## config.mk

```make
export PLATFORM = sky130hd
export DESIGN_NAME = onewire_uart_temp_reader_flat
export DESIGN_NICKNAME = d
export VERILOG_FILES = /design/src/hw/rtl/owtr_pkg.sv /design/src/hw/rtl/owtr_if.sv /design/src/hw/rtl/owtr_apb.sv /design/src/hw/rtl/owtr_seq.sv /design/src/hw/rtl/owtr_outreg.sv /design/src/hw/rtl/onewire_uart_temp_reader.sv /design/src/flat_wrapper.sv
export SDC_FILE = /design/constraint.sdc
export NUM_CORES = 1
export LEC_CHECK = 0
export BUFFER_PORTS_ARGS = -buffer_cell sky130_fd_sc_hd__buf_2
export CAP_MARGIN = 15
export CORE_ASPECT_RATIO = 1.25
export CORE_MARGIN = 4
export CORE_UTILIZATION = 45
export DETAILED_ROUTE_END_ITERATION = 10
export HOLD_SLACK_MARGIN = 0.15
export PLACE_DENSITY_LB_ADDON = 0.25
export RECOVER_POWER = 50
export SLEW_MARGIN = 20
export SYNTH_ARGS = -nofsm -noshare
export SYNTH_HDL_FRONTEND = slang
export SYNTH_SLANG_ARGS = --single-unit
```

## constraint.sdc

```tcl
create_clock -name i_clk -period 10.3 [get_ports i_clk]
set_input_delay 1.03 -clock i_clk [delete_from_list [all_inputs] [get_ports i_clk]]
set_output_delay 1.03 -clock i_clk [all_outputs]
set_load 0.02 [all_outputs]
```

## src/hw/rtl/owtr_pkg.sv

```systemverilog
`timescale 1ns / 1ps

package owtr_pkg;

    // Sequencer phases.
    typedef enum logic [1:0] {
        PH_CONVERT = 2'd0,
        PH_WAIT    = 2'd1,
        PH_READ    = 2'd2
    } t_phase;

    // One result item.
    typedef struct packed {
        logic               tx_valid;
        logic [7:0]         tx_byte;
        logic               slow_baud;
        logic               temp_valid;
        logic signed [11:0] temperature;
    } t_result;

    // Slot bytes and ROM commands.
    localparam logic [7:0] SLOT_RESET  = 8'hF0;
    localparam logic [7:0] SLOT_ZERO   = 8'h00;
    localparam logic [7:0] SLOT_ONE    = 8'hFF;
    localparam logic [7:0] CMD_SKIP    = 8'hCC;
    localparam logic [7:0] CMD_CONVERT = 8'h44;
    localparam logic [7:0] CMD_READ    = 8'hBE;

    // Slot layout: reset, eight skip bits, eight command bits, then data.
    localparam int CONVERT_SLOTS = 17;
    localparam int READ_FIRST    = 17;
    localparam int READ_BITS     = 16;

    // Sensor resolution; unused low bits read as zero.
    localparam int TEMP_W    = 12;
    localparam int TEMP_BITS = 12;
    localparam logic [TEMP_W-1:0] TEMP_MASK = {TEMP_W{1'b1}} << (TEMP_W - TEMP_BITS);

    // Configuration register map (word index in paddr[2]).
    localparam logic       REG_WAIT_TICKS   = 1'b0;
    localparam logic [7:0] WAIT_TICKS_RESET = 8'd2;

endpackage

```

## src/hw/rtl/owtr_if.sv

```systemverilog
`timescale 1ns / 1ps

// Input channel: one tick or one slot echo per transfer.
interface owtr_in_if;
    logic       valid;
    logic       ready;
    logic       action;
    logic [7:0] rx_byte;

    modport source (output valid, output action, output rx_byte, input ready);
    modport sink (input valid, input action, input rx_byte, output ready);
endinterface

// Output channel: one result per transfer.
interface owtr_out_if;
    logic               valid;
    logic               ready;
    logic               tx_valid;
    logic [7:0]         tx_byte;
    logic               slow_baud;
    logic               temp_valid;
    logic signed [11:0] temperature;

    modport source (output valid, output tx_valid, output tx_byte, output slow_baud,
                    output temp_valid, output temperature, input ready);
    modport sink (input valid, input tx_valid, input tx_byte, input slow_baud,
                  input temp_valid, input temperature, output ready);
endinterface

```

## src/hw/rtl/owtr_apb.sv

```systemverilog
`timescale 1ns / 1ps

module owtr_apb
    import owtr_pkg::*;
(
    input  logic        i_clk,
    input  logic        i_rst_n,
    input  logic        psel,
    input  logic        penable,
    input  logic        pwrite,
    input  logic [2:0]  paddr,
    input  logic [31:0] pwdata,
    output logic [31:0] prdata,
    output logic        pready,
    output logic [7:0]  o_wait_ticks
);

    logic [7:0] r_wait_ticks;
    logic       w_sel_wait;

    assign w_sel_wait = (paddr[2] == REG_WAIT_TICKS) && (paddr[1:0] == 2'd0);

    // Register write in the access phase.
    always_ff @(posedge i_clk) begin
        if (!i_rst_n) begin
            r_wait_ticks <= WAIT_TICKS_RESET;
        end else if (psel && penable && pwrite && w_sel_wait) begin
            r_wait_ticks <= pwdata[7:0];
        end
    end

    // Read back.
    always_comb begin
        prdata = 32'd0;
        if (w_sel_wait) begin
            prdata = {24'd0, r_wait_ticks};
        end
    end

    assign pready       = 1'b1;
    assign o_wait_ticks = r_wait_ticks;

endmodule

```

## src/hw/rtl/owtr_seq.sv

```systemverilog
`timescale 1ns / 1ps

module owtr_seq
    import owtr_pkg::*;
#(
    parameter int READ_BYTES = 9
) (
    input  logic       i_clk,
    input  logic       i_rst_n,
    input  logic       i_accept,
    input  logic       i_action,
    input  logic [7:0] i_rx_byte,
    input  logic [7:0] i_wait_ticks,
    output t_result    o_result
);

    localparam int READ_SLOTS = READ_FIRST + 8 * READ_BYTES + 1;
    localparam int SLOT_W     = $clog2(READ_SLOTS + 1);
    localparam logic [SLOT_W-1:0] CONVERT_END = SLOT_W'(CONVERT_SLOTS);
    localparam logic [SLOT_W-1:0] READ_END    = SLOT_W'(READ_SLOTS);
    localparam logic [SLOT_W-1:0] LAST_READ   = SLOT_W'(READ_SLOTS - 1);
    localparam logic [SLOT_W-1:0] DATA_FIRST  = SLOT_W'(READ_FIRST);
    localparam logic [SLOT_W-1:0] DATA_END    = SLOT_W'(READ_FIRST + READ_BITS);

    t_phase            r_phase, n_phase, m_phase, w_phase;
    logic [SLOT_W-1:0] r_slot_index, n_slot_index, m_slot_index;
    logic              r_slot_pending, n_slot_pending, m_slot_pending;
    logic [7:0]        r_tick_count, n_tick_count;
    logic [15:0]       r_read_shift, n_read_shift;

    logic [SLOT_W-1:0]   w_slot_inc;
    logic [SLOT_W-1:0]   w_data_off;
    logic [2:0]          w_bit_sel;
    logic [7:0]          w_cmd;
    logic                w_temp_valid;
    logic signed [TEMP_W-1:0] w_temperature;
    t_result             w_result;

    assign w_slot_inc = r_slot_index + 1'b1;
    assign w_data_off = r_slot_index - DATA_FIRST;

    // An unused phase code behaves as the convert cycle.
    always_comb begin
        case (r_phase)
            PH_CONVERT, PH_WAIT, PH_READ: w_phase = r_phase;
            default:                      w_phase = PH_CONVERT;
        endcase
    end

    // Next state: take an echo or count a tick.
    always_comb begin
        m_phase        = w_phase;
        m_slot_index   = r_slot_index;
        m_slot_pending = r_slot_pending;
        n_tick_count   = r_tick_count;
        n_read_shift   = r_read_shift;
        w_temp_valid   = 1'b0;
        w_temperature  = '0;
        if (i_action && r_slot_pending && w_phase != PH_WAIT) begin
            m_slot_pending = 1'b0;
            if (w_phase == PH_READ && r_slot_index >= DATA_FIRST
                    && r_slot_index < DATA_END && i_rx_byte == SLOT_ONE) begin
                n_read_shift[w_data_off[3:0]] = 1'b1;
            end
            m_slot_index = w_slot_inc;
            if (w_phase == PH_READ) begin
                if (w_slot_inc >= READ_END) begin
                    // Read cycle done: present the low 12 bits of bytes 0 and 1.
                    w_temp_valid  = 1'b1;
                    w_temperature = n_read_shift[TEMP_W-1:0] & TEMP_MASK;
                    m_phase       = PH_CONVERT;
                    m_slot_index  = '0;
                    n_read_shift  = '0;
                end
            end else if (w_slot_inc >= CONVERT_END) begin
                m_phase      = PH_WAIT;
                n_tick_count = '0;
                m_slot_index = '0;
                if (i_wait_ticks == 8'd0) begin
                    m_phase        = PH_READ;
                    m_slot_pending = 1'b0;
                    n_read_shift   = '0;
                end
            end
        end else if (!i_action && w_phase == PH_WAIT) begin
            if (r_tick_count != 8'hFF) begin
                n_tick_count = r_tick_count + 8'd1;
            end
            if (n_tick_count >= i_wait_ticks) begin
                m_phase        = PH_READ;
                m_slot_index   = '0;
                m_slot_pending = 1'b0;
                n_read_shift   = '0;
            end
        end
    end

    // Slot issue: the byte for the current slot index.
    assign w_bit_sel = 3'(m_slot_index[2:0] - 3'd1);
    assign w_cmd     = (m_phase == PH_READ) ? CMD_READ : CMD_CONVERT;

    always_comb begin
        n_phase              = m_phase;
        n_slot_index         = m_slot_index;
        n_slot_pending       = m_slot_pending;
        w_result.tx_valid    = 1'b0;
        w_result.tx_byte     = 8'd0;
        w_result.slow_baud   = 1'b0;
        w_result.temp_valid  = w_temp_valid;
        w_result.temperature = w_temperature;
        if (m_phase != PH_WAIT && !m_slot_pending) begin
            n_slot_pending    = 1'b1;
            w_result.tx_valid = 1'b1;
            if (m_slot_index == '0) begin
                w_result.tx_byte   = SLOT_RESET;
                w_result.slow_baud = 1'b1;
            end else if (m_slot_index <= SLOT_W'(8)) begin
                w_result.tx_byte = CMD_SKIP[w_bit_sel] ? SLOT_ONE : SLOT_ZERO;
            end else if (m_slot_index <= SLOT_W'(16)) begin
                w_result.tx_byte = w_cmd[w_bit_sel] ? SLOT_ONE : SLOT_ZERO;
            end else if (m_phase == PH_READ && m_slot_index < LAST_READ) begin
                w_result.tx_byte = SLOT_ONE;
            end else begin
                w_result.tx_byte   = SLOT_RESET;
                w_result.slow_baud = 1'b1;
            end
        end
    end

    // State registers advance on each accepted item.
    always_ff @(posedge i_clk) begin
        if (!i_rst_n) begin
            r_phase        <= PH_CONVERT;
            r_slot_index   <= '0;
            r_slot_pending <= 1'b0;
            r_tick_count   <= '0;
            r_read_shift   <= '0;
        end else if (i_accept) begin
            r_phase        <= n_phase;
            r_slot_index   <= n_slot_index;
            r_slot_pending <= n_slot_pending;
            r_tick_count   <= n_tick_count;
            r_read_shift   <= n_read_shift;
        end
    end

    assign o_result = w_result;

endmodule

```

## src/hw/rtl/owtr_outreg.sv

```systemverilog
`timescale 1ns / 1ps

module owtr_outreg
    import owtr_pkg::*;
(
    input  logic       i_clk,
    input  logic       i_rst_n,
    input  logic       i_load,
    input  t_result    i_result,
    output logic       o_ready,
    owtr_out_if.source o_out
);

    logic    r_valid;
    t_result r_result;

    // A new result may enter when the register is empty or being drained.
    assign o_ready = !r_valid || o_out.ready;

    always_ff @(posedge i_clk) begin
        if (!i_rst_n) begin
            r_valid <= 1'b0;
        end else if (o_ready) begin
            r_valid <= i_load;
        end
    end

    always_ff @(posedge i_clk) begin
        if (i_load) begin
            r_result <= i_result;
        end
    end

    assign o_out.valid       = r_valid;
    assign o_out.tx_valid    = r_result.tx_valid;
    assign o_out.tx_byte     = r_result.tx_byte;
    assign o_out.slow_baud   = r_result.slow_baud;
    assign o_out.temp_valid  = r_result.temp_valid;
    assign o_out.temperature = r_result.temperature;

endmodule

```

## src/hw/rtl/onewire_uart_temp_reader.sv

```systemverilog
`timescale 1ns / 1ps
// Each result is registered and is on the output channel in the cycle after its input transfer.
// Throughput: one item per cycle; the sequencer next-state logic feeds one result register.
// The input stalls only while that result register is full and not being taken.
// Reset: synchronous, active low; the convert cycle restarts and wait_ticks returns to 2.

module onewire_uart_temp_reader
    import owtr_pkg::*;
#(
    parameter int READ_BYTES = 9
) (
    input  logic        i_clk,
    input  logic        i_rst_n,
    owtr_in_if.sink     i_in,
    owtr_out_if.source  o_out,
    input  logic        psel,
    input  logic        penable,
    input  logic        pwrite,
    input  logic [2:0]  paddr,
    input  logic [31:0] pwdata,
    output logic [31:0] prdata,
    output logic        pready
);

    logic       w_ready;
    logic       w_accept;
    logic [7:0] w_wait_ticks;
    t_result    w_result;

    assign i_in.ready = w_ready;
    assign w_accept   = i_in.valid && w_ready;

    // Configuration registers.
    owtr_apb u_apb (
        .i_clk        (i_clk),
        .i_rst_n      (i_rst_n),
        .psel         (psel),
        .penable      (penable),
        .pwrite       (pwrite),
        .paddr        (paddr),
        .pwdata       (pwdata),
        .prdata       (prdata),
        .pready       (pready),
        .o_wait_ticks (w_wait_ticks)
    );

    // Slot sequencer.
    owtr_seq #(
        .READ_BYTES (READ_BYTES)
    ) u_seq (
        .i_clk        (i_clk),
        .i_rst_n      (i_rst_n),
        .i_accept     (w_accept),
        .i_action     (i_in.action),
        .i_rx_byte    (i_in.rx_byte),
        .i_wait_ticks (w_wait_ticks),
        .o_result     (w_result)
    );

    // Result register.
    owtr_outreg u_outreg (
        .i_clk    (i_clk),
        .i_rst_n  (i_rst_n),
        .i_load   (w_accept),
        .i_result (w_result),
        .o_ready  (w_ready),
        .o_out    (o_out)
    );

`ifndef SYNTHESIS
    // A finished read always starts the next convert cycle with a reset slot.
    a_temp_starts_reset: assert property (@(posedge i_clk) disable iff (!i_rst_n)
        o_out.valid && o_out.temp_valid |->
            o_out.tx_valid && o_out.slow_baud && o_out.tx_byte == SLOT_RESET)
        else $error("temperature result without a following reset slot");

    // Slow baud is used only for reset slots.
    a_slow_is_reset: assert property (@(posedge i_clk) disable iff (!i_rst_n)
        o_out.valid && o_out.slow_baud |-> o_out.tx_valid && o_out.tx_byte == SLOT_RESET)
        else $error("slow baud on a non-reset slot");

    // The input stalls only behind a held result.
    a_stall_cause: assert property (@(posedge i_clk) disable iff (!i_rst_n)
        !i_in.ready |-> o_out.valid && !o_out.ready)
        else $error("input stalled without a pending result");
`endif

endmodule

```

## src/flat_wrapper.sv

```systemverilog
// flat-port wrapper written by rule: the top's interface ports become plain ports
module onewire_uart_temp_reader_flat import owtr_pkg::*;
#(
    parameter int READ_BYTES = 9
)
  (i_clk, i_rst_n, psel, penable, pwrite, paddr, pwdata, prdata, pready, i_in_valid, i_in_action, i_in_rx_byte, i_in_ready, o_out_valid, o_out_tx_valid, o_out_tx_byte, o_out_slow_baud, o_out_temp_valid, o_out_temperature, o_out_ready);
  owtr_in_if i_in_i ();
  owtr_out_if o_out_i ();
  input  logic i_clk;
  input  logic i_rst_n;
  input  logic psel;
  input  logic penable;
  input  logic pwrite;
  input  logic [2:0] paddr;
  input  logic [31:0] pwdata;
  output logic [31:0] prdata;
  output logic pready;
  input wire logic [$bits(i_in_i.valid)-1:0] i_in_valid;
  input wire logic [$bits(i_in_i.action)-1:0] i_in_action;
  input wire logic [$bits(i_in_i.rx_byte)-1:0] i_in_rx_byte;
  output wire logic [$bits(i_in_i.ready)-1:0] i_in_ready;
  output wire logic [$bits(o_out_i.valid)-1:0] o_out_valid;
  output wire logic [$bits(o_out_i.tx_valid)-1:0] o_out_tx_valid;
  output wire logic [$bits(o_out_i.tx_byte)-1:0] o_out_tx_byte;
  output wire logic [$bits(o_out_i.slow_baud)-1:0] o_out_slow_baud;
  output wire logic [$bits(o_out_i.temp_valid)-1:0] o_out_temp_valid;
  output wire logic [$bits(o_out_i.temperature)-1:0] o_out_temperature;
  input wire logic [$bits(o_out_i.ready)-1:0] o_out_ready;
  assign i_in_i.valid = i_in_valid;
  assign i_in_i.action = i_in_action;
  assign i_in_i.rx_byte = i_in_rx_byte;
  assign i_in_ready = i_in_i.ready;
  assign o_out_valid = o_out_i.valid;
  assign o_out_tx_valid = o_out_i.tx_valid;
  assign o_out_tx_byte = o_out_i.tx_byte;
  assign o_out_slow_baud = o_out_i.slow_baud;
  assign o_out_temp_valid = o_out_i.temp_valid;
  assign o_out_temperature = o_out_i.temperature;
  assign o_out_i.ready = o_out_ready;
  onewire_uart_temp_reader #(.READ_BYTES(READ_BYTES)) u_core (.i_clk(i_clk), .i_rst_n(i_rst_n), .i_in(i_in_i), .o_out(o_out_i), .psel(psel), .penable(penable), .pwrite(pwrite), .paddr(paddr), .pwdata(pwdata), .prdata(prdata), .pready(pready));
endmodule
```

# --- Word level (Yosys, flattened, before mapping) ---
# Memories as Yosys holds them, arrays and structs flattened.
# Cells that the tools add are included.
classes:
  addsub: 4
  order_cmp: 11
  n_eq_ne: 11
  muxes: 51
  bitwise_logic: 3
  reduce_logical: 30
ops:
  columns: ["operator", "count"]
  rows:
  - ["16-bit 2-to-1 mux", 8]
  - ["8-bit 2-to-1 mux", 13]
  - ["7-bit 2-to-1 mux", 6]
  - ["2-bit 2-to-1 mux", 8]
  - ["16-bit OR", 1]
  - ["7-bit by 5-bit >= comparator with 1-bit output, second input constant", 2]
  - ["1-bit logical AND", 14]
  - ["1-bit 2-to-1 mux", 11]
  - ["10-bit 2-to-1 mux", 1]
  - ["9-bit 2-to-1 mux", 1]
  - ["8-bit by 1-bit adder with 8-bit output, second input constant", 1]
  - ["8-bit equality test, second input constant", 1]
  - ["8-bit >= comparator", 1]
  - ["8-bit logical NOT", 1]
  - ["8-bit != test, second input constant", 1]
  - ["7-bit by 1-bit adder with 7-bit output, second input constant", 1]
  - ["7-bit >= comparator, second input constant", 1]
  - ["7-bit by 4-bit less-or-equal comparator with 1-bit output, second input constant", 1]
  - ["7-bit by 5-bit less-or-equal comparator with 1-bit output, second input constant", 1]
  - ["7-bit logical NOT", 1]
  - ["7-bit by 6-bit < comparator with 1-bit output, second input constant", 1]
  - ["7-bit < comparator, second input constant", 1]
  - ["2-bit equality test, second input constant", 3]
  - ["2-bit by 1-bit != test with 1-bit output, second input constant", 3]
  - ["20 further kinds", 27]
totals:
  register_bits: 66
  rom_bits: 8
  input_bits: 51
  out_inout_bits: 58
  wordCells: 124
  memories: 1
memory_table:
  columns: ["name", "depth", "word_bits", "rd", "rd_ports_with_merged_regs", "wr", "line", "rtl"]
  rows:
  - ["(name not given)", 8, 1, 1, 0, 0, "owtr_seq.sv:118", "w_result.tx_byte = CMD_SKIP[w_bit_sel] ? SLOT_ONE : SLOT_ZERO;"]

# --- Logic depth before layout (Yosys ltp) ---
# Gate-level depths: netlist of run 1.
logic_depth:
  word_depth: 20
  ltp_mapped: 21
  depth_no_buf: 20

# --- Modules after synthesis ---
# A second synthesis of run 1 with hierarchy kept.
unflattened:
  hier_cells: 451
  area_unflattened_um2: 3997.6
modules_own_cells:
  columns: ["module", "instances", "cells_each", "area_per_inst_um2", "seq_area_each_um2"]
  rows:
  - ["owtr_seq", 1, 351, 2642.5, 600.6]
  - ["owtr_outreg", 1, 27, 739.5, 710.7]
  - ["owtr_apb", 1, 72, 609.3, 160.2]
  - ["onewire_uart_temp_reader", 1, 1, 6.3, 0.0]

# --- Least setup slack after synthesis of run 1 ---
# OpenSTA, ideal clock, no wires.
synth_path:
  path_type: "reg2reg"
  startpoint: "register u_core.u_seq.r_tick_count[3]"
  endpoint: "register u_core.u_outreg.r_result (netlist bit u_core.u_outreg.o_out.tx_byte[6]), data pin"
  setup_time_ps: 260
  arrival_ps: 3742
  required_ps: 10040
  slack_ps: 6299
  stages_incl_launch_ff: 22
  n_path_buf: 1
  period_less_slack_ps: 4001
  cell_sequence: "dfxtp_1 nand3_1 nor2_1 nand4_1 nand4_1 nor2_1 xor2_1 ha_1 o21a_1 a211oi_1 o21a_1 o21a_1 clkbuf_1 a22oi_1 ha_1 ha_1 inv_1 o2111ai_1 mux2i_1 a22o_1 o2bb2ai_1 a21oi_1"
synth_between:
  elab_chain_len: 16
  word_cells_on_any_way: 33
  classes_between: "add/sub (2); order compare (3); eq/ne (3); mux (21); reduce/logical (3); memory (1)"
synth_rtl:
  columns: ["element", "line", "rtl"]
  rows:
  - ["start, declared", "owtr_seq.sv:28", "logic [7:0] r_tick_count, n_tick_count;"]
  - ["start signal, assigned", "owtr_seq.sv:142", "r_tick_count <= n_tick_count;"]
  - ["8-bit by 1-bit adder with 8-bit output / 8-bit != test (equally long branches)", "owtr_seq.sv:87, owtr_seq.sv:86", null]
  - ["8-bit 2-to-1 mux (*)", "owtr_seq.sv:86", "if (r_tick_count != 8'hFF) begin"]
  - ["8-bit 2-to-1 mux (*)", "owtr_seq.sv:85", "end else if (!i_action && w_phase == PH_WAIT) begin"]
  - ["8-bit 2-to-1 mux (*)", "owtr_seq.sv:59", "if (i_action && r_slot_pending && w_phase != PH_WAIT) begin"]
  - ["8-bit >= comparator (*)", "owtr_seq.sv:89", "if (n_tick_count >= i_wait_ticks) begin"]
  - ["branches (longest 11 deep; another with 3-bit by 1-bit subtractor with 3-bit output)", null, null]
  - ["end signal, assigned", "owtr_outreg.sv:30", "r_result <= i_result;"]
  - ["end, declared", "owtr_outreg.sv:15", "t_result r_result;"]
# Mark *: on every way between the ends. The select of a mux whose other input is x is not followed.
# A chain may end at the register's enable or synchronous reset.

# --- Worst setup path after layout of run 1 ---
layout_path:
  startpoint: "register u_core.u_seq.r_slot_index[0]"
  endpoint: "register u_core.u_outreg.r_result (netlist bit u_core.u_outreg.o_out.tx_byte[6]), data pin"
layout_between:
  elab_chain_len: 13
  word_cells_on_any_way: 30
  classes_between: "add/sub (2); order compare (4); eq/ne (2); mux (19); reduce/logical (2); memory (1)"
layout_rtl:
  columns: ["element", "line", "rtl"]
  rows:
  - ["start, declared", "owtr_seq.sv:26", "logic [SLOT_W-1:0] r_slot_index, n_slot_index, m_slot_index;"]
  - ["start signal, assigned", "owtr_seq.sv:140", "r_slot_index <= n_slot_index;"]
  - ["branches (longest 13 deep; another with 7-bit by 1-bit adder with 7-bit output)", null, null]
# Parallel ways; which one is timed is not known. The select of a mux whose other input is x is not followed.

==> results of run 1 <==
[power by group through the flow]
stage	registers [mW]	clock network, mW	logic, mW
5_1_grt	0.243	0.140	0.0877
3_3_place_gp	0.246	0	0.0798
4_1_cts	0.242	0.133	0.0815
6_report	0.242	0.129	0.0798
2_1_floorplan	0.249	0	0.0669
3_5_place_dp	0.247	0	0.0811
[metal layers]
metal | track usage, % | vias to the layer above
met5 | 0 | -
met4 | 5.82 | 0
met3 | 3.19 | 14
met2 | 29.8 | 101
met1 | 21.8 | 1503
li1 | - | 1588
[tightest hold or removal path, cell delays in order, from the launching register on]
cell	delay, ns
dfxtp_1	0.34
a31oi_1	0.04
nor2_1	0.07
[synthesized netlist by cell type (all sizes together) (4+ instances only)]
master	instances	area share (%)
a21oi	24	3.3
a211o	5	1.1
a32oi	5	1.3
and3	4	0.65
dfxtp	39	20
mux2i	9	2.4
o21a	4	0.78
inv	19	1.9
o211a	5	1.3
buf	40	7.7
o31ai	4	1.3
nand2	27	2.6
xor2	5	1.1
ha	16	5.2
and2	17	2.8
clkbuf	12	1.2
a31oi	6	0.98
nor2b	25	4.1
xnor2	4	0.92
nor2	36	3.5
nand3	9	1.3
nand2b	5	0.82
or3	4	0.92
nand4	8	1.3
nor3	10	1.4
edfxtp	17	13
o21ai	18	2.4
a211oi	5	1.3
a22oi	13	2.6
[how the worst max path moves through the flow]
stage / start / to
finish: u_core.u_seq.r_slot_index[0]$_SDFFE_PN0P_ / u_core.u_outreg.o_out.tx_byte[6]$_SDFFCE_PN0P_
global route: u_core.u_seq.r_tick_count[3]$_SDFFE_PN0P_ / u_core.u_outreg.o_out.tx_byte[6]$_SDFFCE_PN0P_
CTS: u_core.u_seq.r_tick_count[3]$_SDFFE_PN0P_ / u_core.u_outreg.o_out.tx_byte[6]$_SDFFCE_PN0P_
detailed placement: u_core.u_seq.r_tick_count[3]$_SDFFE_PN0P_ / u_core.u_outreg.o_out.tx_byte[6]$_SDFFCE_PN0P_
global placement: u_core.u_seq.r_tick_count[3]$_SDFFE_PN0P_ / u_core.u_outreg.o_out.tx_byte[6]$_SDFFCE_PN0P_
floorplan: u_core.u_seq.r_tick_count[3]$_SDFFE_PN0P_ / u_core.u_outreg.o_out.tx_byte[6]$_SDFFCE_PN0P_
[layout make-up]
| type | instances | area [um2] | area share, % |
|---|---|---|---|
| sequential | 56 | 1290 | 31.9 |
| timing repair buffer | 59 | 263 | 6.49 |
| inverter | 19 | 71.3 | 1.76 |
| clock inverter | 3 | 23.8 | 0.587 |
| tap | 97 | 121 | 3.00 |
| multi-input combinational | 333 | 2210 | 54.6 |
| clock buffer | 5 | 68.8 | 1.70 |
[state kept, by name, summed over array words and instances, names as in the netlist]
register	count
u_core.u_outreg.o_out.temp_valid	1
u_core.u_outreg.o_out.valid	1
u_core.u_seq.r_slot_pending	1
u_core.u_seq.r_tick_count	8
u_core.u_apb.o_wait_ticks	8
u_core.u_outreg.o_out.temperature	12
u_core.u_seq.r_read_shift	12
u_core.u_outreg.o_out.tx_byte	2
u_core.u_outreg.o_out.slow_baud	1
u_core.u_seq.r_slot_index	7
u_core.u_seq.r_phase	2
u_core.u_outreg.o_out.tx_valid	1
[per-stage QoR]
stage,util (%),instance area [um2],cells,setup slack (ns),hold WS [ns]
global placement,48.4,3990,564,5.90,0.450
global route,49.1,4050,572,5.33,0.523
finish,49.1,4050,572,5.69,0.484
detailed placement,48.4,3990,564,5.85,0.468
CTS,49.5,4080,572,5.81,0.493
floorplan,-,3910,460,6.30,0.438
[cells by family (layout without fill, tap and decap cells)]
logic type	after synthesis	after routing	share of synthesized area, %
AO/OA/AOI/OAI	112	112	22.2
adder cells (fa/ha/maj)	16	16	5.23
AND/OR/NAND/NOR	159	159	22.6
flip-flops	56	56	33.7
XOR/XNOR	9	9	2.06
other	2	25	0.196
multiplexers	12	12	3.24
buffers and inverters	71	86	10.8
==> results.json, run 1 <==
{
  "ys_ff_latch": 56,
  "worst_pin_slew_ns": 1.37,
  "rows": 37,
  "min_to": "u_core.u_seq.r_read_shift[4]$_SDFFE_PN0P_",
  "min_from": "u_core.u_seq.r_read_shift[4]$_SDFFE_PN0P_",
  "place.gp.congestion": 0.907,
  "critPathRequiredTime_ns": 10.37,
  "fillerInstances": 817,
  "timing.critical_path.mode_cell": "ha_1",
  "rsz0062_at_grt": "no",
  "post-cts-setup-buffers": 0,
  "critPathKind": "reg -> reg",
  "slew_viol_final": 0,
  "status": "finished clean",
  "cts_tree": "done",
  "avgViaCountPerCell": 5.60,
  "cp_max_fo": 18,
  "grt_pass1_vias": 3054,
  "dr_wl_met3_um": 481,
  "hold_depth": 2,
  "fin_tns_setup_ns": 0,
  "clkPwrFrac_pct": 28.6,
  "fmax_mhz": 217,
  "first_iter_violations": 219,
  "io_buffer_count": 59,
  "drive_gt1_share_pct": 13.1,
  "critPathCaptureType": "register",
  "p_leak_nw": 1.55,
  "netlist_area_mm2": 0.00383,
  "m1WireLength_um": 3770,
  "r2r_cells": 15,
  "hold_path.class": "reg -> reg",
  "antenna_found_initial": 0,
  "met2WireLength_um": 4310,
  "layout_commonest_cell": "dfxtp_1",
  "critPathBufInv": 1,
  "finalHoldViolations": 0,
  "drc_errors": 0,
  "dr.max_layer_used": "met4",
  "min_period_ns": 4.61,
  "insertion_delay_ns": 0.32,
  "regToRegEndpoint": "u_core.u_outreg.o_out.tx_byte[6]$_SDFFCE_PN0P_",
  "clk_path_buf_depth": 2,
  "ys.flop_type": "dfxtp_1",
  "start_util_pct": 46.4,
  "rrSetupSlack_ns": 5.69,
  "path_cells": "ha_1, nand2_1, or3_4, a21oi_1, a211oi_4, and2_4, a22oi_1, ha_1, ha_1, inv_1, o2111ai_1, mux2i_1, a22o_1, o2bb2ai_1, a21oi_1",
  "switching_share_pct": 31.2,
  "drtPass1Iterations": 4,
  "r2r-start": "u_core.u_seq.r_slot_index[0]$_SDFFE_PN0P_",
  "wl_um": 8710,
  "path_clk_slew_ns": 0.12,
  "n_antenna_cell": 0,
  "synth-warning-count": 0,
  "wl_per_cell_um": 15.2,
  "syn_area_per_cell_um2": 8.76,
  "p_total_mw": 0.450,
  "period_share_pct": 44.8,
  "io_pins": 109,
  "core_area_mm2": 0.00824,
  "area_delta_synth_final_pct": 5.85,
  "chipHeight_um": 111,
  "dpl.hpwl_um": 6460,
  "cp.depth": 15,
  "layout_common_cells": "dfxtp_1, nor2_1, buf_2, nand2_1, clkbuf_1",
  "maxCapViolCount": 0,
  "p_per_area_mw_per_mm2": 111,
  "die-width_um": 90.5,
  "p_switching_mw": 0.140,
  "slowest_stage": "ha_1",
  "cts_sinks": 56,
  "crit_path_start_kind": "register",
  "irDropWorstVdd_v": 0.0000627,
  "p_comb_share_pct": 17.7,
  "max_stage_delay_ns": 0.68,
  "finalClockSkew_ns": 0.0141,
  "cts_max_level": 2,
  "root_buffer": "clkbuf_8",
  "ant_nets": 0,
  "cts_resized": 0,
  "seqPwrFrac_pct": 53.7,
  "die_area_mm2": 0.0101,
  "seq_area_frac_synth_pct": 33.7,
  "overflow": 0,
  "worst_ep_arrival_time_ns": 4.68,
  "layout.nets": 541,
  "setup_viol": 0,
  "cts_hold_buf": 0,
  "netlist_instances": 437,
  "synth_cell_types": 71,
  "vias": 3206,
  "relSlewSlack_pct": 8.72,
  "synthArstFlopShare_pct": 0,
  "numCtsBuffers": 5,
  "grt_first_pass_wirelength_um": 14800,
  "crit_family": "compound AO/OA/AOI/OAI gates",
  "synth_edf_count": 17,
  "power.internal_mw": 0.310,
  "grt_start_max_net_pins": 37,
  "grt_usage_pct": 17.4
}
No activity file was read; power rests on OpenSTA's default activity.
==> inputs of run 2 (changes only) <==
Settings changed: ABC_AREA set to 1.
Clock period 10.3 ns to 4.1 ns, I/O delays scaled along.
==> results.json, run 2 <==
{
  "switching_share_pct": 32.1,
  "grt_start_max_net_pins": 28,
  "period_share_pct": 93.7,
  "wl_um": 8480,
  "p_per_area_mw_per_mm2": 290,
  "place_inst": 647,
  "power.internal_mw": 0.784,
  "synth_area_leader_cell": "dfxtp_1",
  "io_buffer_count": 59,
  "seqPwrFrac_pct": 52.7,
  "die_area_mm2": 0.00962,
  "rows": 36,
  "grt_usage_pct": 18.1,
  "place.gp.congestion": 0.903,
  "r2r-start": "u_core.u_seq.r_tick_count[0]$_SDFFE_PN0P_",
  "cts_max_level": 2,
  "die-width_um": 88.5,
  "ff_latch_area_mm2": 0.00129,
  "cts_hold_buf": 0,
  "chipHeight_um": 109,
  "status": "finished clean",
  "min_period_ns": 3.84,
  "min_from": "pwdata[1]",
  "seq_area_frac_synth_pct": 35.4,
  "layout.nets": 627,
  "antenna_found_initial": 0,
  "p_switching_mw": 0.371,
  "synth.most_common_cell": "nand2_1",
  "ys_top_cells_by_count": "nand2_1, inv_1, nor2_1",
  "ant_nets": 0,
  "synth-warning-count": 0,
  "rrSetupSlack_ns": 0.26,
  "drtPass1Iterations": 5,
  "start_util_pct": 46.5,
  "wl_per_cell_um": 12.9,
  "core_area_mm2": 0.00784,
  "fmax_mhz": 260,
  "layout_common_cells": "nand2_1, inv_1, nor2_1, a21oi_1, dfxtp_1",
  "p_comb_share_pct": 19.8,
  "ys_top_cells_by_area": "dfxtp_1, edfxtp_1, nand2_1, buf_4, inv_1",
  "drc_errors": 0,
  "crit_path_start_kind": "register",
  "final_cells": 656,
  "critPathKind": "reg -> reg",
  "vias": 3286,
  "clk_path_buf_depth": 2,
  "setup_viol": 0,
  "multi_input_area_mm2": 0.00191,
  "critPathRequiredTime_ns": 4.19,
  "cp_max_fo": 5,
  "synth_edf_count": 17,
  "grt_pass1_vias": 3077,
  "path_clk_slew_ns": 0.10,
  "p_leak_nw": 1.77,
  "hold_path.class": "in -> reg",
  "regToRegEndpoint": "u_core.u_outreg.o_out.tx_byte[2]$_SDFFCE_PP0P_",
  "postPlaceCellArea_mm2": 0.00390,
  "r2r_cells": 24,
  "fillerInstances": 823,
  "clkPwrFrac_pct": 27.5,
  "cts_sinks": 56,
  "postLayoutCellArea_mm2": 0.00398,
  "slew_viol_final": 0,
  "syn_area_per_cell_um2": 7.18,
  "layout_commonest_cell": "nand2_1",
  "ys_ff_latch": 56,
  "ys.flop_type": "dfxtp_1",
  "irDropWorstVdd_v": 0.000144,
  "insertion_delay_ns": 0.32,
  "finalClockSkew_ns": 0.00604,
  "hold_depth": 3,
  "grt_first_pass_wirelength_um": 13800,
  "cts_tree": "done",
  "n_antenna_cell": 0,
  "avgViaCountPerCell": 5.01,
  "maxCapViolCount": 0,
  "first_iter_violations": 230,
  "synth_top_cell_area_share_pct": 21.4,
  "overflow": 0,
  "finalHoldViolations": 0,
  "netlist_area_mm2": 0.00365,
  "drive_gt1_share_pct": 14.8,
  "critPathCaptureType": "register",
  "synth_cell_types": 35,
  "holdWs_ns": 0.322,
  "numCtsBuffers": 5,
  "relSlewSlack_pct": 9.71,
  "area_delta_synth_final_pct": 9.16,
  "io_pins": 109,
  "min_to": "u_core.u_apb.o_wait_ticks[1]$_SDFFE_PN1P_",
  "dpl.hpwl_um": 6450,
  "netlist_instances": 508,
  "root_buffer": "clkbuf_8",
  "synthArstFlopShare_pct": 0,
  "worst_ep_arrival_time_ns": 3.93,
  "worst_pin_slew_ns": 1.35
}
-- run 2: cell count changes in the layout (fill, tap and decap cells not counted), sizes merged, moves of 17 or more --
cell	before	now
and2	17	0
nor2b	25	0
nand2	27	113
inv	22	73
nor2	36	53
nand3	9	33
a21oi	24	42
-- run 2: cell families after synthesis --
group,after synthesis,share of synthesized area (%)
adder cells (fa/ha/maj),16,5.49
AO/OA/AOI/OAI,93,14.1
flip-flops,56,35.4
XOR/XNOR,7,1.68
buffers and inverters,116,15.4
AND/OR/NAND/NOR,218,27.7
other,2,0.206
-- run 2: layout make-up --
type / instances / area share (%)
Timing Repair Buffer: 64 / 7.39
Sequential cell: 56 / 32.4
Clock inverter: 3 / 0.629
Tap cell: 95 / 2.99
Inverter: 73 / 6.88
Clock buffer: 5 / 1.73
Multi-Input combinational cell: 360 / 47.9
-- run 2: metal layers --
layer | part of all wire (%) | routed length, um | vias up | GRT usage [%]
li1 | - | - | 1707 | -
met1 | 42 | 3550 | 1463 | 22.3
met2 | 51 | 4340 | 105 | 32.0
met3 | 5.7 | 487 | 11 | 2.57
met4 | 1.2 | 102 | 0 | 5.72
met5 | 0 | 0 | - | 0
-- run 2: power by group through the flow --
stage	combinational (mW)	clock, mW	sequential [mW]
finish	0.229	0.317	0.609
detailed placement	0.235	0	0.621
floorplan	0.184	0	0.632
CTS	0.235	0.331	0.608
global placement	0.231	0	0.619
global route	0.257	0.353	0.612
-- run 2: repair_timing --
item	in CTS	in global routing
setup buffers	0	0
gates resized for setup	0	4
setup endpoints to repair	0	3
-- run 2: how the worst max path moves through the flow --
| stage | start | to | slack [ns] | depth (start not counted) |
|---|---|---|---|---|
| 3_3_place_gp | u_core.u_seq.r_tick_count[0]$_SDFFE_PN0P_ | u_core.u_outreg.o_out.tx_byte[2]$_SDFFCE_PP0P_ | 0.16 | 24 |
| 6_report | u_core.u_seq.r_tick_count[0]$_SDFFE_PN0P_ | u_core.u_outreg.o_out.tx_byte[2]$_SDFFCE_PP0P_ | 0.26 | 24 |
| 3_5_place_dp | u_core.u_seq.r_tick_count[0]$_SDFFE_PN0P_ | u_core.u_outreg.o_out.tx_byte[2]$_SDFFCE_PP0P_ | 0.05 | 24 |
| 5_1_grt | u_core.u_seq.r_tick_count[0]$_SDFFE_PN0P_ | u_core.u_outreg.o_out.tx_byte[2]$_SDFFCE_PP0P_ | -0.02 | 24 |
| 4_1_cts | u_core.u_seq.r_tick_count[0]$_SDFFE_PN0P_ | u_core.u_outreg.o_out.tx_byte[2]$_SDFFCE_PP0P_ | 0.03 | 24 |
| 2_1_floorplan | u_core.u_seq.r_tick_count[0]$_SDFFE_PN0P_ | u_core.u_outreg.o_out.tx_byte[2]$_SDFFCE_PP0P_ | 0.47 | 24 |
-- run 2: through the flow --
step	setup WS (ns)	TNS [ns]	power, mW	utilization [%]
after floorplan	0.475	0	0.816	-
after global placement	0.160	0	0.850	49.7
after detailed placement	0.0550	0	0.855	49.7
after CTS	0.0267	0	1.17	50.9
after global routing	-0.0182	-0.0182	1.22	50.8
final	0.258	0	1.16	50.8
-- run 2: worst max-delay path, stage by stage (launching register included) --
cell     delay, ns
dfxtp_1       0.39
ha_1          0.21
nand2_1       0.12
nor3_4        0.25
nand3_2       0.15
nand3_1       0.14
xor2_2        0.19
ha_1          0.27
a21oi_1       0.13
o21a_1        0.13
nand3_1       0.10
nand2_1       0.17
nand2_1       0.09
nand2_1       0.13
nand2_1       0.09
ha_1          0.21
ha_1          0.29
nand3_1       0.10
nand2_1       0.06
nand2_1       0.05
nand3_1       0.07
nand2_1       0.09
nand2_1       0.06
nand2_1       0.07
nor2_2        0.03
==> inputs of run 3 (changes only) <==
Settings changed: CORE_UTILIZATION 45 to 47.
==> results.json, run 3 (synthesized netlist as in run 2, its figures left out) <==
{
  "status": "finished clean",
  "die_area_mm2": 0.00924,
  "grt_first_pass_wirelength_um": 13800,
  "max_stage_delay_ns": 0.36,
  "crit_family": "simple AND/OR/NAND/NOR gates",
  "setup_viol": 0,
  "min_period_ns": 3.72,
  "relSlewSlack_pct": 35.4,
  "postLayoutCellArea_mm2": 0.00400,
  "avgViaCountPerCell": 4.98,
  "path_cells": "ha_1, nand2_1, nor3_4, nand3_4, nand3_1, xor2_1, ha_1, a21oi_1, o21a_1, nand3_1, nand2_2, nand2_1, nand2_1, nand2_1, ha_1, ha_1, nand3_1, nand2_1, nand2_1, nand3_1, nand2_1, nand2_1, nand2_1, nor2_2",
  "layout_commonest_cell": "nand2_1",
  "drtPass1Iterations": 4,
  "path_clk_slew_ns": 0.10,
  "critPathCaptureType": "register",
  "dr.max_layer_used": "met4",
  "m1WireLength_um": 3510,
  "insertion_delay_ns": 0.32,
  "p_total_mw": 1.20,
  "vias": 3254,
  "dr_wl_met3_um": 444,
  "critPathBufInv": 0,
  "hold_path.class": "in -> reg",
  "crit_path_start_kind": "register",
  "place_ws_ns": 0.115,
  "postPlaceCellArea_mm2": 0.00391,
  "final_cells": 654,
  "rows": 35,
  "critPathRequiredTime_ns": 4.18,
  "post-cts-setup-buffers": 0,
  "p_per_area_mw_per_mm2": 301,
  "timing.critical_path.mode_cell": "nand2_1",
  "cts_sinks": 56,
  "io_pins": 109,
  "rsz0062_at_grt": "no",
  "grt_pass1_vias": 3083,
  "p_leak_nw": 1.76,
  "fin_tns_setup_ns": 0,
  "period_share_pct": 90.6,
  "first_iter_violations": 224,
  "irDropWorstVdd_v": 0.000133,
  "grt_usage_pct": 18.5,
  "start_util_pct": 49.0,
  "wl_per_cell_um": 12.6,
  "layout_common_cells": "nand2_1, inv_1, nor2_1, a21oi_1, dfxtp_1",
  "maxCapViolCount": 0,
  "cp_max_fo": 8,
  "ant_nets": 0,
  "antenna_found_initial": 0,
  "n_antenna_cell": 0,
  "fmax_mhz": 269,
  "overflow": 0,
  "fillerInstances": 763,
  "core_area_mm2": 0.00744,
  "finalHoldViolations": 0,
  "area_delta_synth_final_pct": 9.71,
  "io_buffer_count": 59,
  "finalClockSkew_ns": 0.0129,
  "drc_errors": 0,
  "grt_start_max_net_pins": 28,
  "met2WireLength_um": 4070,
  "cts_tree": "done",
  "numCtsBuffers": 5,
  "place_inst": 646,
  "slowest_stage": "dfxtp_1",
  "slew_viol_final": 0,
  "wl_um": 8210,
  "chipHeight_um": 106,
  "worst_pin_slew_ns": 0.969,
  "place.gp.congestion": 0.873,
  "drive_gt1_share_pct": 13.9,
  "root_buffer": "clkbuf_8",
  "clk_path_buf_depth": 2,
  "critPathKind": "reg -> reg",
  "fin_ws_ns": 0.384,
  "layout.nets": 628,
  "die-width_um": 86.8,
  "cts_max_level": 2,
  "dpl.hpwl_um": 6330,
  "worst_ep_arrival_time_ns": 3.80
}
[run 3: layout make-up]
| class | count | area, um2 | area share, % |
|---|---|---|---|
| inverter | 73 | 274 | 6.85 |
| sequential | 56 | 1290 | 32.3 |
| clock inverter | 2 | 38.8 | 0.970 |
| clock buffer | 6 | 72.6 | 1.81 |
| tap | 92 | 115 | 2.88 |
| timing repair buffer | 66 | 305 | 7.63 |
| multi-input combinational | 359 | 1900 | 47.6 |
[run 3: worst min-delay path, stage by stage]
cell     delay (ns)
buf_2          0.08
a21oi_1        0.05
o21ai_0        0.06
[run 3: repair_timing]
action | 4_1_cts | 5_1_grt
resized for setup | 0 | 6
endpoints found under the setup margin | 0 | 3
hold buffers | 0 | 0
endpoints found under the hold margin | 0 | 0
[run 3: worst paths after layout]
kind,start,cells after the start,slack (ns),to
hold reg to reg,u_core.u_seq.r_read_shift[11]$_SDFFE_PN0P_,2,0.47,u_core.u_seq.r_read_shift[11]$_SDFFE_PN0P_
setup reg to reg,u_core.u_seq.r_tick_count[1]$_SDFFE_PN0P_,24,0.38,u_core.u_outreg.o_out.tx_byte[2]$_SDFFCE_PP0P_
hold / removal,pwdata[1],3,0.31,u_core.u_apb.o_wait_ticks[1]$_SDFFE_PN1P_
setup / recovery,u_core.u_seq.r_tick_count[1]$_SDFFE_PN0P_,24,0.38,u_core.u_outreg.o_out.tx_byte[2]$_SDFFCE_PP0P_
[run 3: per-stage QoR]
stage	hold WS [ns]	utilization, %
detailed placement	0.455	52.5
floorplan	0.431	-
global route	0.294	53.7
global placement	0.442	52.5
CTS	0.307	54.0
finish	0.312	53.7
[run 3: report_power, final]
part	internal, mW	total [mW]	leakage (nW)	switching (mW)
combinational	0.0652	0.229	1.22	0.164
clock	0.185	0.367	0.0558	0.182
sequential	0.594	0.609	0.489	0.0143
[run 3: routing by layer]
metal	global-route usage, %	up-vias
met2	30.9	89
met5	0	-
met3	2.71	14
met4	8.46	0
met1	23.1	1446
li1	-	1705
